**src/rtl/core/mfpsc_pkg.sv**
```systemverilog
// Shared types and constants for the median-filtered puller speed regulator.
// No dependencies. Used by every file of the block.
`timescale 1ns / 1ps

package mfpsc_pkg;

  // field widths
  localparam int unsigned ACT_W    = 2;
  localparam int unsigned DIAM_W   = 12;
  localparam int unsigned SPEED_W  = 20;
  localparam int unsigned SETTLE_W = 16;
  localparam int unsigned AREA_W   = 24;
  localparam int unsigned GAIN_W   = 17;
  localparam int unsigned FLOW_W   = 44;

  // shared multiplier operand and product widths
  localparam int unsigned MUL_A_W = 44;
  localparam int unsigned MUL_B_W = 20;
  localparam int unsigned MUL_P_W = MUL_A_W + MUL_B_W;

  // configuration port
  localparam int unsigned CFG_IDX_W  = 3;
  localparam int unsigned CFG_DATA_W = 24;

  localparam logic [CFG_IDX_W-1:0] CFG_STARTING_SPEED  = 3'd0;
  localparam logic [CFG_IDX_W-1:0] CFG_SETTLE_TICKS    = 3'd1;
  localparam logic [CFG_IDX_W-1:0] CFG_TARGET_AREA     = 3'd2;
  localparam logic [CFG_IDX_W-1:0] CFG_ADJUST_GAIN     = 3'd3;
  localparam logic [CFG_IDX_W-1:0] CFG_TARGET_DIAMETER = 3'd4;
  localparam logic [CFG_IDX_W-1:0] CFG_DEADZONE        = 3'd5;

  // register reset values
  localparam logic [AREA_W-1:0] RST_TARGET_AREA     = 24'd2405282;
  localparam logic [GAIN_W-1:0] RST_ADJUST_GAIN     = 17'd32768;
  localparam logic [DIAM_W-1:0] RST_TARGET_DIAMETER = 12'd1750;
  localparam logic [DIAM_W-1:0] RST_DEADZONE        = 12'd20;

  // pi in Q16 and speed ceiling
  localparam logic [MUL_B_W-1:0] PI_Q16    = 20'd205887;
  localparam logic [SPEED_W-1:0] SPEED_MAX = 20'hFFFFF;

  typedef enum logic [ACT_W-1:0] {
    ACT_TICK  = 2'd0,
    ACT_START = 2'd1,
    ACT_STOP  = 2'd2
  } action_e;

  typedef enum logic [1:0] {
    CMD_NONE = 2'd0,
    CMD_SET  = 2'd1,
    CMD_STOP = 2'd2
  } cmd_e;

  typedef enum logic [3:0] {
    ST_IDLE,
    ST_MED,
    ST_MUL1,
    ST_MUL2,
    ST_MUL3,
    ST_DIV,
    ST_MUL4,
    ST_UPD,
    ST_OUT
  } state_e;

  typedef struct packed {
    logic [ACT_W-1:0]  action;
    logic [DIAM_W-1:0] diameter_sample;
  } in_item_t;

  typedef struct packed {
    logic [1:0]         drive_command;
    logic [SPEED_W-1:0] speed;
    logic [DIAM_W-1:0]  median_diameter;
    logic [FLOW_W-1:0]  flow_rate;
    logic [DIAM_W-1:0]  last_diameter;
    logic               regulating;
  } out_item_t;

endpackage

```
**src/rtl/core/mfpsc_if.sv**
```systemverilog
// Valid/ready channel interfaces for input items and result items.
// Depends on mfpsc_pkg for the payload types.
`timescale 1ns / 1ps

interface mfpsc_in_if;
  logic                valid;
  logic                ready;
  mfpsc_pkg::in_item_t data;
  modport source (output valid, output data, input ready);
  modport sink (input valid, input data, output ready);
endinterface

interface mfpsc_out_if;
  logic                 valid;
  logic                 ready;
  mfpsc_pkg::out_item_t data;
  modport source (output valid, output data, input ready);
  modport sink (input valid, input data, output ready);
endinterface

```
**src/rtl/core/mfpsc_median.sv**
```systemverilog
// Sample window memory and rank-selection median engine.
// Depends on mfpsc_pkg for widths.
`timescale 1ns / 1ps

module mfpsc_median #(
  parameter int unsigned WINDOW_SIZE = 8
) (
  input  logic                             clk_i,
  input  logic                             rst_ni,
  input  logic                             wr_en_i,
  input  logic [((WINDOW_SIZE > 1) ? $clog2(WINDOW_SIZE) : 1)-1:0] wr_addr_i,
  input  logic [mfpsc_pkg::DIAM_W-1:0]     wr_data_i,
  input  logic                             start_i,
  output logic                             done_o,
  output logic [mfpsc_pkg::DIAM_W-1:0]     median_o
);

  localparam int unsigned AW   = (WINDOW_SIZE > 1) ? $clog2(WINDOW_SIZE) : 1;
  localparam int unsigned CW   = $clog2(WINDOW_SIZE + 1);
  localparam int unsigned KW   = $clog2(WINDOW_SIZE + 3);
  localparam int unsigned R_LO = (WINDOW_SIZE - 1) / 2;
  localparam int unsigned R_HI = WINDOW_SIZE / 2;
  localparam int unsigned DW   = mfpsc_pkg::DIAM_W;

  logic [DW-1:0] win_q [WINDOW_SIZE];
  logic [DW-1:0] rdata_q;
  logic [AW-1:0] raddr;
  logic [KW-1:0] k_dec;

  logic          busy_q, busy_d;
  logic          done_q, done_d;
  logic [AW-1:0] cand_idx_q, cand_idx_d;
  logic [KW-1:0] k_q, k_d;
  logic [DW-1:0] cand_q, cand_d;
  logic [CW-1:0] lt_q, lt_d;
  logic [CW-1:0] le_q, le_d;
  logic [DW-1:0] lo_q, lo_d;
  logic [DW-1:0] hi_q, hi_d;
  logic [DW:0]   mid_sum;

  // read address: candidate first, then every window entry
  assign k_dec = k_q - KW'(1);
  assign raddr = ((k_q == '0) || (k_q > KW'(WINDOW_SIZE))) ? cand_idx_q : k_dec[AW-1:0];

  // window memory, one write and one registered read port
  always_ff @(posedge clk_i) begin
    if (wr_en_i) begin
      win_q[wr_addr_i] <= wr_data_i;
    end
    rdata_q <= win_q[raddr];
  end

  // sequencing of candidate passes and rank counts
  always_comb begin
    busy_d     = busy_q;
    done_d     = 1'b0;
    cand_idx_d = cand_idx_q;
    k_d        = k_q;
    cand_d     = cand_q;
    lt_d       = lt_q;
    le_d       = le_q;
    lo_d       = lo_q;
    hi_d       = hi_q;
    if (start_i && !busy_q) begin
      busy_d     = 1'b1;
      cand_idx_d = '0;
      k_d        = '0;
      lt_d       = '0;
      le_d       = '0;
    end else if (busy_q) begin
      k_d = k_q + KW'(1);
      if (k_q == KW'(1)) begin
        cand_d = rdata_q;
      end else if (k_q == KW'(WINDOW_SIZE + 2)) begin
        if ((lt_q <= CW'(R_LO)) && (CW'(R_LO) < le_q)) begin
          lo_d = cand_q;
        end
        if ((lt_q <= CW'(R_HI)) && (CW'(R_HI) < le_q)) begin
          hi_d = cand_q;
        end
        lt_d = '0;
        le_d = '0;
        k_d  = '0;
        if (cand_idx_q == AW'(WINDOW_SIZE - 1)) begin
          busy_d = 1'b0;
          done_d = 1'b1;
        end else begin
          cand_idx_d = cand_idx_q + AW'(1);
        end
      end else if (k_q >= KW'(2)) begin
        if (rdata_q < cand_q) begin
          lt_d = lt_q + CW'(1);
        end
        if (rdata_q <= cand_q) begin
          le_d = le_q + CW'(1);
        end
      end
    end
  end

  always_ff @(posedge clk_i or negedge rst_ni) begin
    if (!rst_ni) begin
      busy_q <= 1'b0;
      done_q <= 1'b0;
      k_q    <= '0;
    end else begin
      busy_q <= busy_d;
      done_q <= done_d;
      k_q    <= k_d;
    end
  end

  always_ff @(posedge clk_i) begin
    cand_idx_q <= cand_idx_d;
    cand_q     <= cand_d;
    lt_q       <= lt_d;
    le_q       <= le_d;
    lo_q       <= lo_d;
    hi_q       <= hi_d;
  end

  // floor of the mean of the two middle values
  assign mid_sum  = {1'b0, lo_q} + {1'b0, hi_q};
  assign median_o = mid_sum[DW:1];
  assign done_o   = done_q;

endmodule

```
**src/rtl/core/mfpsc_div.sv**
```systemverilog
// Restoring divider, one quotient bit per cycle, for flow over target area.
// Depends on mfpsc_pkg for widths.
`timescale 1ns / 1ps

module mfpsc_div (
  input  logic                          clk_i,
  input  logic                          rst_ni,
  input  logic                          start_i,
  input  logic [mfpsc_pkg::FLOW_W-1:0]  dividend_i,
  input  logic [mfpsc_pkg::AREA_W-1:0]  divisor_i,
  output logic                          done_o,
  output logic [mfpsc_pkg::FLOW_W-1:0]  quotient_o
);

  localparam int unsigned NW = mfpsc_pkg::FLOW_W;
  localparam int unsigned DW = mfpsc_pkg::AREA_W;
  localparam int unsigned CW = $clog2(NW + 1);

  logic          busy_q, busy_d;
  logic          done_q, done_d;
  logic [CW-1:0] cnt_q, cnt_d;
  logic [NW-1:0] quo_q, quo_d;
  logic [DW-1:0] rem_q, rem_d;
  logic [DW-1:0] dvs_q, dvs_d;
  logic [DW:0]   trial;
  logic [DW:0]   diff;

  // shift in the next dividend bit and try a subtract
  assign trial = {rem_q, quo_q[NW-1]};
  assign diff  = trial - {1'b0, dvs_q};

  always_comb begin
    busy_d = busy_q;
    done_d = 1'b0;
    cnt_d  = cnt_q;
    quo_d  = quo_q;
    rem_d  = rem_q;
    dvs_d  = dvs_q;
    if (start_i && !busy_q) begin
      busy_d = 1'b1;
      cnt_d  = '0;
      quo_d  = dividend_i;
      rem_d  = '0;
      dvs_d  = divisor_i;
    end else if (busy_q) begin
      if (trial >= {1'b0, dvs_q}) begin
        rem_d = diff[DW-1:0];
        quo_d = {quo_q[NW-2:0], 1'b1};
      end else begin
        rem_d = trial[DW-1:0];
        quo_d = {quo_q[NW-2:0], 1'b0};
      end
      cnt_d = cnt_q + CW'(1);
      if (cnt_q == CW'(NW - 1)) begin
        busy_d = 1'b0;
        done_d = 1'b1;
      end
    end
  end

  always_ff @(posedge clk_i or negedge rst_ni) begin
    if (!rst_ni) begin
      busy_q <= 1'b0;
      done_q <= 1'b0;
      cnt_q  <= '0;
    end else begin
      busy_q <= busy_d;
      done_q <= done_d;
      cnt_q  <= cnt_d;
    end
  end

  always_ff @(posedge clk_i) begin
    quo_q <= quo_d;
    rem_q <= rem_d;
    dvs_q <= dvs_d;
  end

  assign done_o     = done_q;
  assign quotient_o = quo_q;

endmodule

```
**src/rtl/core/median_filtered_puller_speed_control.sv**
```systemverilog
// Start, stop and non-adjusting ticks pass from the beat to ST_OUT, which loads the result
// register once it is free; an adjusting tick first runs ST_MED, ST_MUL1 to ST_MUL3, ST_DIV,
// ST_MUL4 and ST_UPD, with the median rank scan over the window memory and the 44-step divider.
// Throughput: one item at a time; a new beat is taken the cycle after the result is
// loaded.
// Reset is asynchronous and active low; window contents are not cleared, no clearing pass.
`timescale 1ns / 1ps

module median_filtered_puller_speed_control #(
  parameter int unsigned WINDOW_SIZE = 8
) (
  input  logic                                  clk_i,
  input  logic                                  rst_ni,
  input  logic                                  cfg_we_i,
  input  logic [mfpsc_pkg::CFG_IDX_W-1:0]       cfg_idx_i,
  input  logic [mfpsc_pkg::CFG_DATA_W-1:0]      cfg_data_i,
  mfpsc_in_if.sink                              item_in,
  mfpsc_out_if.source                           result_out
);

  localparam int unsigned AW = (WINDOW_SIZE > 1) ? $clog2(WINDOW_SIZE) : 1;
  localparam int unsigned FW = $clog2(WINDOW_SIZE + 1);
  localparam int unsigned SW = mfpsc_pkg::SPEED_W;
  localparam int unsigned DW = mfpsc_pkg::DIAM_W;
  localparam int unsigned LW = mfpsc_pkg::FLOW_W;
  localparam int unsigned AW_ = mfpsc_pkg::MUL_A_W;
  localparam int unsigned BW_ = mfpsc_pkg::MUL_B_W;
  localparam int unsigned PW_ = mfpsc_pkg::MUL_P_W;

  // configuration registers
  logic [SW-1:0]                   start_speed_q;
  logic [mfpsc_pkg::SETTLE_W-1:0]  settle_ticks_q;
  logic [mfpsc_pkg::AREA_W-1:0]    target_area_q;
  logic [mfpsc_pkg::GAIN_W-1:0]    gain_q;
  logic [DW-1:0]                   target_diam_q;
  logic [DW-1:0]                   deadzone_q;

  always_ff @(posedge clk_i or negedge rst_ni) begin
    if (!rst_ni) begin
      start_speed_q  <= '0;
      settle_ticks_q <= '0;
      target_area_q  <= mfpsc_pkg::RST_TARGET_AREA;
      gain_q         <= mfpsc_pkg::RST_ADJUST_GAIN;
      target_diam_q  <= mfpsc_pkg::RST_TARGET_DIAMETER;
      deadzone_q     <= mfpsc_pkg::RST_DEADZONE;
    end else if (cfg_we_i) begin
      case (cfg_idx_i)
        mfpsc_pkg::CFG_STARTING_SPEED:  start_speed_q  <= cfg_data_i[SW-1:0];
        mfpsc_pkg::CFG_SETTLE_TICKS:    settle_ticks_q <= cfg_data_i[mfpsc_pkg::SETTLE_W-1:0];
        mfpsc_pkg::CFG_TARGET_AREA:     target_area_q  <= cfg_data_i[mfpsc_pkg::AREA_W-1:0];
        mfpsc_pkg::CFG_ADJUST_GAIN:     gain_q         <= cfg_data_i[mfpsc_pkg::GAIN_W-1:0];
        mfpsc_pkg::CFG_TARGET_DIAMETER: target_diam_q  <= cfg_data_i[DW-1:0];
        mfpsc_pkg::CFG_DEADZONE:        deadzone_q     <= cfg_data_i[DW-1:0];
        default: ;
      endcase
    end
  end

  // regulator state
  mfpsc_pkg::state_e              state_q, state_d;
  mfpsc_pkg::cmd_e                cmd_q, cmd_d;
  logic [FW-1:0]                  fill_q, fill_d;
  logic [mfpsc_pkg::SETTLE_W-1:0] settle_q, settle_d;
  logic                           run_q, run_d;
  logic [SW-1:0]                  speed_q, speed_d;
  logic [DW-1:0]                  raw_q, raw_d;
  logic [DW-1:0]                  med_q, med_d;
  logic [LW-1:0]                  flow_q, flow_d;
  logic                           ovalid_q, ovalid_d;
  mfpsc_pkg::out_item_t           odata_q, odata_d;

  // datapath scratch registers
  logic [PW_-1:0] p_q, p_d;
  logic [LW-1:0]  diff_q, diff_d;
  logic           ge_q, ge_d;
  logic [LW:0]    corr_q, corr_d;

  // shared multiplier
  logic [AW_-1:0] mul_a;
  logic [BW_-1:0] mul_b;
  logic [PW_-1:0] prod;

  // submodule handshakes
  logic           med_start, med_done;
  logic [DW-1:0]  med_val;
  logic           win_we;
  logic           div_start, div_done;
  logic [LW-1:0]  div_quo;
  logic [mfpsc_pkg::AREA_W-1:0] divisor;

  logic           accept;
  logic           out_free;
  logic [LW+1:0]  sum_up;
  logic [DW-1:0]  diam_dev;

  assign accept   = item_in.valid && item_in.ready;
  assign out_free = !ovalid_q || result_out.ready;
  assign divisor  = (target_area_q == '0) ? mfpsc_pkg::AREA_W'(1) : target_area_q;

  mfpsc_median #(
    .WINDOW_SIZE (WINDOW_SIZE)
  ) u_median (
    .clk_i     (clk_i),
    .rst_ni    (rst_ni),
    .wr_en_i   (win_we),
    .wr_addr_i (fill_q[AW-1:0]),
    .wr_data_i (item_in.data.diameter_sample),
    .start_i   (med_start),
    .done_o    (med_done),
    .median_o  (med_val)
  );

  mfpsc_div u_div (
    .clk_i      (clk_i),
    .rst_ni     (rst_ni),
    .start_i    (div_start),
    .dividend_i (flow_q),
    .divisor_i  (divisor),
    .done_o     (div_done),
    .quotient_o (div_quo)
  );

  // operand selection for the shared multiplier
  always_comb begin
    case (state_q)
      mfpsc_pkg::ST_MUL1: begin
        mul_a = AW_'(med_q);
        mul_b = BW_'(med_q);
      end
      mfpsc_pkg::ST_MUL2: begin
        mul_a = AW_'(p_q[2*DW-1:0]);
        mul_b = BW_'(speed_q);
      end
      mfpsc_pkg::ST_MUL3: begin
        mul_a = p_q[AW_-1:0];
        mul_b = mfpsc_pkg::PI_Q16;
      end
      mfpsc_pkg::ST_MUL4: begin
        mul_a = diff_q;
        mul_b = BW_'(gain_q);
      end
      default: begin
        mul_a = '0;
        mul_b = '0;
      end
    endcase
  end

  assign prod     = mul_a * mul_b;
  assign sum_up   = (LW+2)'(speed_q) + (LW+2)'(corr_q);
  assign diam_dev = (med_q >= target_diam_q) ? (med_q - target_diam_q)
                                             : (target_diam_q - med_q);

  // sequencer: next state and register updates
  always_comb begin
    state_d   = state_q;
    cmd_d     = cmd_q;
    fill_d    = fill_q;
    settle_d  = settle_q;
    run_d     = run_q;
    speed_d   = speed_q;
    raw_d     = raw_q;
    med_d     = med_q;
    flow_d    = flow_q;
    ovalid_d  = ovalid_q;
    odata_d   = odata_q;
    p_d       = p_q;
    diff_d    = diff_q;
    ge_d      = ge_q;
    corr_d    = corr_q;
    med_start = 1'b0;
    div_start = 1'b0;
    win_we    = 1'b0;

    // result register drains independently
    if (ovalid_q && result_out.ready) begin
      ovalid_d = 1'b0;
    end

    case (state_q)
      mfpsc_pkg::ST_IDLE: begin
        if (accept) begin
          cmd_d   = mfpsc_pkg::CMD_NONE;
          state_d = mfpsc_pkg::ST_OUT;
          case (mfpsc_pkg::action_e'(item_in.data.action))
            mfpsc_pkg::ACT_START: begin
              speed_d  = start_speed_q;
              raw_d    = item_in.data.diameter_sample;
              settle_d = settle_ticks_q;
              run_d    = 1'b1;
              cmd_d    = mfpsc_pkg::CMD_SET;
            end
            mfpsc_pkg::ACT_STOP: begin
              run_d    = 1'b0;
              speed_d  = '0;
              settle_d = '0;
              cmd_d    = mfpsc_pkg::CMD_STOP;
            end
            mfpsc_pkg::ACT_TICK: begin
              if (run_q) begin
                raw_d = item_in.data.diameter_sample;
                if (settle_q != '0) begin
                  settle_d = settle_q - mfpsc_pkg::SETTLE_W'(1);
                end else if (fill_q < FW'(WINDOW_SIZE)) begin
                  win_we = 1'b1;
                  fill_d = fill_q + FW'(1);
                end else begin
                  med_start = 1'b1;
                  state_d   = mfpsc_pkg::ST_MED;
                end
              end
            end
            default: ;
          endcase
        end
      end
      mfpsc_pkg::ST_MED: begin
        if (med_done) begin
          med_d   = med_val;
          state_d = mfpsc_pkg::ST_MUL1;
        end
      end
      mfpsc_pkg::ST_MUL1: begin
        p_d     = prod;
        state_d = mfpsc_pkg::ST_MUL2;
      end
      mfpsc_pkg::ST_MUL2: begin
        p_d     = prod;
        state_d = mfpsc_pkg::ST_MUL3;
      end
      mfpsc_pkg::ST_MUL3: begin
        // drop the Q16 of pi and the quarter from (d/2)^2
        flow_d  = prod[LW+17:18];
        state_d = mfpsc_pkg::ST_DIV;
      end
      mfpsc_pkg::ST_DIV: begin
        div_start = 1'b1;
        if (div_done) begin
          div_start = 1'b0;
          ge_d      = div_quo >= LW'(speed_q);
          diff_d    = (div_quo >= LW'(speed_q)) ? (div_quo - LW'(speed_q))
                                                : (LW'(speed_q) - div_quo);
          state_d   = mfpsc_pkg::ST_MUL4;
        end
      end
      mfpsc_pkg::ST_MUL4: begin
        corr_d  = prod[LW+16:16];
        state_d = mfpsc_pkg::ST_UPD;
      end
      mfpsc_pkg::ST_UPD: begin
        fill_d   = '0;
        settle_d = settle_ticks_q;
        cmd_d    = mfpsc_pkg::CMD_NONE;
        if (diam_dev > deadzone_q) begin
          cmd_d = mfpsc_pkg::CMD_SET;
          if (ge_q) begin
            speed_d = (sum_up > (LW+2)'(mfpsc_pkg::SPEED_MAX)) ? mfpsc_pkg::SPEED_MAX
                                                               : sum_up[SW-1:0];
          end else begin
            speed_d = (corr_q >= (LW+1)'(speed_q)) ? '0 : (speed_q - corr_q[SW-1:0]);
          end
        end
        state_d = mfpsc_pkg::ST_OUT;
      end
      mfpsc_pkg::ST_OUT: begin
        if (out_free) begin
          ovalid_d                = 1'b1;
          odata_d.drive_command   = cmd_q;
          odata_d.speed           = speed_q;
          odata_d.median_diameter = med_q;
          odata_d.flow_rate       = flow_q;
          odata_d.last_diameter   = raw_q;
          odata_d.regulating      = run_q;
          state_d                 = mfpsc_pkg::ST_IDLE;
        end
      end
      default: state_d = mfpsc_pkg::ST_IDLE;
    endcase
  end

  always_ff @(posedge clk_i or negedge rst_ni) begin
    if (!rst_ni) begin
      state_q  <= mfpsc_pkg::ST_IDLE;
      cmd_q    <= mfpsc_pkg::CMD_NONE;
      fill_q   <= '0;
      settle_q <= '0;
      run_q    <= 1'b0;
      speed_q  <= '0;
      raw_q    <= '0;
      med_q    <= '0;
      flow_q   <= '0;
      ovalid_q <= 1'b0;
    end else begin
      state_q  <= state_d;
      cmd_q    <= cmd_d;
      fill_q   <= fill_d;
      settle_q <= settle_d;
      run_q    <= run_d;
      speed_q  <= speed_d;
      raw_q    <= raw_d;
      med_q    <= med_d;
      flow_q   <= flow_d;
      ovalid_q <= ovalid_d;
    end
  end

  always_ff @(posedge clk_i) begin
    odata_q <= odata_d;
    p_q     <= p_d;
    diff_q  <= diff_d;
    ge_q    <= ge_d;
    corr_q  <= corr_d;
  end

  // channel ports
  assign item_in.ready    = (state_q == mfpsc_pkg::ST_IDLE);
  assign result_out.valid = ovalid_q;
  assign result_out.data  = odata_q;

endmodule

```
**src/flat_wrapper.sv**
```systemverilog
// flat-port wrapper written by rule: the top's interface ports become plain ports
module median_filtered_puller_speed_control_flat 
#(
  parameter int unsigned WINDOW_SIZE = 8
)
  (clk_i, rst_ni, cfg_we_i, cfg_idx_i, cfg_data_i, item_in_valid, item_in_data, item_in_ready, result_out_valid, result_out_data, result_out_ready);
  mfpsc_in_if item_in_i ();
  mfpsc_out_if result_out_i ();
  input  logic clk_i;
  input  logic rst_ni;
  input  logic cfg_we_i;
  input  logic [mfpsc_pkg::CFG_IDX_W-1:0] cfg_idx_i;
  input  logic [mfpsc_pkg::CFG_DATA_W-1:0] cfg_data_i;
  input wire logic [$bits(item_in_i.valid)-1:0] item_in_valid;
  input wire logic [$bits(item_in_i.data)-1:0] item_in_data;
  output wire logic [$bits(item_in_i.ready)-1:0] item_in_ready;
  output wire logic [$bits(result_out_i.valid)-1:0] result_out_valid;
  output wire logic [$bits(result_out_i.data)-1:0] result_out_data;
  input wire logic [$bits(result_out_i.ready)-1:0] result_out_ready;
  assign item_in_i.valid = item_in_valid;
  assign item_in_i.data = item_in_data;
  assign item_in_ready = item_in_i.ready;
  assign result_out_valid = result_out_i.valid;
  assign result_out_data = result_out_i.data;
  assign result_out_i.ready = result_out_ready;
  median_filtered_puller_speed_control #(.WINDOW_SIZE(WINDOW_SIZE)) u_core (.clk_i(clk_i), .rst_ni(rst_ni), .cfg_we_i(cfg_we_i), .cfg_idx_i(cfg_idx_i), .cfg_data_i(cfg_data_i), .item_in(item_in_i), .result_out(result_out_i));
endmodule
```
**config.mk**
```make
export PLATFORM = sky130hd
export DESIGN_NAME = median_filtered_puller_speed_control_flat
export DESIGN_NICKNAME = d
export VERILOG_FILES = /design/src/rtl/core/mfpsc_pkg.sv /design/src/rtl/core/mfpsc_if.sv /design/src/rtl/core/mfpsc_median.sv /design/src/rtl/core/mfpsc_div.sv /design/src/rtl/core/median_filtered_puller_speed_control.sv /design/src/flat_wrapper.sv
export SDC_FILE = /design/constraint.sdc
export NUM_CORES = 2
export LEC_CHECK = 0
export BUFFER_PORTS_ARGS = -buffer_cell sky130_fd_sc_hd__buf_4
export CORE_MARGIN = 4
export CORE_UTILIZATION = 25
export CTS_BUF_LIST = sky130_fd_sc_hd__clkbuf_2
export DETAILED_ROUTE_END_ITERATION = 6
export PLACE_DENSITY = 0.44
export SYNTH_ARGS = -nofsm -noshare
export SYNTH_HDL_FRONTEND = slang
export SYNTH_SLANG_ARGS = --single-unit
```
**constraint.sdc**
```tcl
create_clock -name clk_i -period 30.4 [get_ports clk_i]
set_input_delay 9.12 -clock clk_i [delete_from_list [all_inputs] [get_ports clk_i]]
set_output_delay 9.12 -clock clk_i [all_outputs]
set_load 0.01 [all_outputs]
```
==> summary by stage <==
Global route
The initial antenna violation count came to 10. The total routing usage reported by global routing is approximately 16%. The first global-routing pass estimated roughly 320000 um of wire. The via count of the first global-routing pass is approximately 49000. Global routing finished with a remaining overflow of 0. Entering global routing, the biggest net connects 68 pins.

Timing
Headroom to the max-slew limit came out at 9.152%. The final setup violation count is 0. The maximum operating frequency is a little over 0.08 GHz. The final critical-path share of the clock period is 40.15%. The worst clock skew is just under 0.2 ns. The total count of max-transition violations in the final report is 0. After layout, the minimum clock period comes to ~12 ns.

After routing, the total negative slack on setup checks comes to 0 ns. Setup repair after global routing left no endpoint under its margin. The worst-margin pin slew is between 1 and 1.5 ns. The number of hold-slack violations in the final timing report is 0.

Yosys
The proportion of netlist area held by the largest area contributor is between 20% and 30%. Counting flops and latches in the post-synthesis netlist gives roughly 700. In the post-synthesis netlist, the biggest area contributors are fa_1 (24%), edfxtp_1 (20%), dfrtp_1 (8.5%).

Of all cell types, the one taking the most synthesized area is fa_1. The mapped netlist covers 62360 um2. The share of the Yosys chip area taken by registers is approximately 31%. The gate count after technology mapping is 6241. The proportion of synthesized flip-flops having asynchronous set or reset is 32.86%. The number of warnings printed during yosys synthesis is 0. After synthesis, the netlist uses 100 different library cells. In this run, synthesis inferred about 430 flip-flops with an integrated enable. A synthesized cell averages approximately 10 um2. The commonest register cell after synthesis is edfxtp_1.

Pwr
VDD sags by at most between 0.03 and 0.04 mV. The ratio of total power to cell area is 28.86 nW/um2. Summed over all cells, the static leakage comes to around 30 nW.

Place
The number of cells after detailed placement is 9556. The number of buffers added on ports is 138. The congestion estimate from routability-driven global placement came to roughly 0.87. The HPWL after detailed placement is 163200 um.

Clocking
The number of setup buffers added after CTS is 0. In this run, post-CTS repair resized a total of 0 instances. The buffer depth of the longest clock path is 3. At the later pin of the worst-skew pair, clock insertion delay measures about 1.7 ns.

The clock input transition at the sequential cells of the worst setup and hold paths is around 0.11 ns. The root buffer cell is clkbuf_2. The number of H-tree levels is 4. Buffers inserted to repair hold after CTS numbered 0. The clock tree from TritonCTS is yes. The clock drives 703 sinks. In this run, CTS created clock tree buffers numbering between 150 and 200.

Floorplan
The x dimension of the die is roughly 510 um. The floorplan step defined a core boundary enclosing approximately 250000 um2. The area of the die is ~260000 um2.

The initial standard-cell utilization of the core is about a quarter. The number of standard-cell rows in the floorplan is ~180. From bottom edge to top edge, the die measures 507.5 um.

In this run the count of I/O pins placed on the die edge is 139.

Routing
For this block, the via count after detailed routing is between 40000 and 50000. The DRC violation count after routing is 0. The overall routed net length is about 210000 um.

The first-pass iteration count of the detailed router is 6. The average via count per standard cell is between 4 and 5. After the first detailed-routing iteration, the DRC count stood at 3057. In the final routed layout, each cell accounts on average for 21.46 um. The antenna violation net count after detailed routing is 0.

Job
The tool flagged a number of max-cap violations equal to 0.

Worst setup path
At the worst endpoint, the required time is approximately 21 ns. The worst setup path is launched from a register. In this run the worst path has a maximum fanout of 18. STA classifies the critical path endpoint as an output port. STA puts the critical path data arrival time at just over 3 ns. The critical path is of the register to output port type.

Layout
The area growth from synthesis to layout is 11.35%. For this run, the post-layout net count is between 7000 and 8000. The finished layout holds between 9000 and 10000 standard cells, fillers aside.

Leaving out fill and tap cells, the most frequent cells in the layout are inv_1 (999), nand2_1 (874), fa_1 (759). The leading cell type in the layout, fill and taps excluded is inv_1. The post-route netlist has roughly 13% of its cells at a drive strength greater than 1.

Hold path
The path class of the tightest hold or removal check is register to register.

Run status
The flow ran to the end, and the final reports show no timing, DRC or antenna violations.
flip-flops by register name, summed over array words and instances (netlist names), 17 cells and up:
name and count:
u_core.corr_q 45, u_core.target_area_q 24, u_core.u_div.rem_q 24, u_core.speed_q 20, u_core.diff_q 44, u_core.u_div.quotient_o 44
u_core.u_div.dvs_q 24, u_core.p_q 44, u_core.u_median.win_q 96, u_core.gain_q 17, u_core.flow_q 44, u_core.result_out.data 91
u_core.start_speed_q 20
cells by family (layout without fill, tap and decap cells):
family | Yosys count | in the layout | synth area share [%]
xor+xnor | 161 | 161 | 2.261
mux | 235 | 235 | 4.625
other cells | 1 | 45 | 0.006013
flops | 703 | 703 | 31.28
compound gates | 935 | 935 | 9.931
buf+inv | 1299 | 1599 | 7.881
simple gates | 1789 | 1789 | 12.45
fa+ha+maj | 1118 | 1118 | 31.57
cell usage after synthesis (10+ instances only):
master     instances
edfxtp_1         425
mux4_2            24
a31oi_1           23
nand2_1          875
clkbuf_1         272
a22o_1            38
a2111oi_0         10
nand3_1           63
a211o_1           11
dfrtp_1          211
mux2_2           183
a22oi_1           46
dfstp_2           20
nor3b_1           10
nor2_1           476
a211oi_1          24
nand4_1           35
o21ai_1           35
nand2b_1          35
ha_1             359
dfxtp_1           47
mux2i_1           26
and2_1            42
or3_1             22
o21a_1            18
nor3_1            69
and3_1            31
o211ai_1          20
o41ai_1           10
a21oi_1          204
a21boi_0          28
xnor2_1           94
nor2b_1           57
o31a_1            26
fa_1             759
xor2_1            67
nor4_1            32
o21ai_0          202
inv_1           1000
a21o_1            96
o31ai_1           23
o21bai_1          35
worst paths after layout:
path | slack [ns] | cells after the start | to | start
worst max-delay path | 18.19 | 4 | item_in_ready | u_core.state_q[1]$_DFFE_PN0P_
worst min-delay path | 0.44 | 0 | u_core.u_median.cand_q[0]$_DFFE_PP_ | u_core.u_median.rdata_q[0]$_DFF_P_
worst max register to register | 19.45 | 29 | u_core.flow_q[41]$_DFFE_PN0N_ | u_core.state_q[1]$_DFFE_PN0P_
worst min register to register | 0.44 | 0 | u_core.u_median.cand_q[0]$_DFFE_PP_ | u_core.u_median.rdata_q[0]$_DFF_P_
max in group asynchronous | 21.51 | 2 | u_core.u_median.done_o$_DFF_PN0_ | rst_ni
min in group asynchronous | 7.48 | 1 | u_core.start_speed_q[6]$_DFFE_PN0P_ | rst_ni
cell type report:
cell class	count	area [um2]
timing repair buffer	242	1824
inverter	1006	3776
fill	26470	179000
multi-input combinational	4275	38260
tap	3330	4167
sequential	703	19510
clock buffer	289	1446
antenna	8	20.02
clock inverter	62	440.4
where the power goes:
group | switching (W) | total (W) | internal, W
sequential | 0.0000220 | 0.00106 | 0.00104
combinational | 0.000116 | 0.000205 | 0.0000892
clock | 0.000448 | 0.000734 | 0.000286
total | 0.000586 | 0.00200 | 0.00142
metal layers:
layer | up-vias | global-route usage, % | wire, um
met5 | - | 0 | 0
met4 | 0 | 4.303 | 5205
met3 | 281 | 2.405 | 9772
met2 | 1227 | 27.71 | 102300
met1 | 23820 | 22.23 | 95500
li1 | 20830 | - | -
stage by stage:
stage / utilization, % / instance area (um2) / worst slack [ns] / power (W) / hold slack [ns]
after detailed placement: 27.18 / 67540 / 18.79 / 0.001291 / 0.4157
after global routing: 27.95 / 69440 / 17.93 / 0.002124 / 0.4346
final: 27.95 / 69440 / 18.19 / 0.002004 / 0.4400
after global placement: 27.18 / 67540 / 18.77 / 0.001287 / 0.4162
after floorplan: - / 62500 / 16.57 / 0.001217 / 0.4082
after CTS: 27.94 / 69420 / 17.99 / 0.002047 / 0.4282
critical path, stage by stage, from the launching register on:
cell and delay (ns):
dfrtp_1 0.62, nor2_1 0.42, nand2_1 0.15, inv_1 0.22, buf_4 0.17
Note: power is estimated with default switching activity, not from simulation.
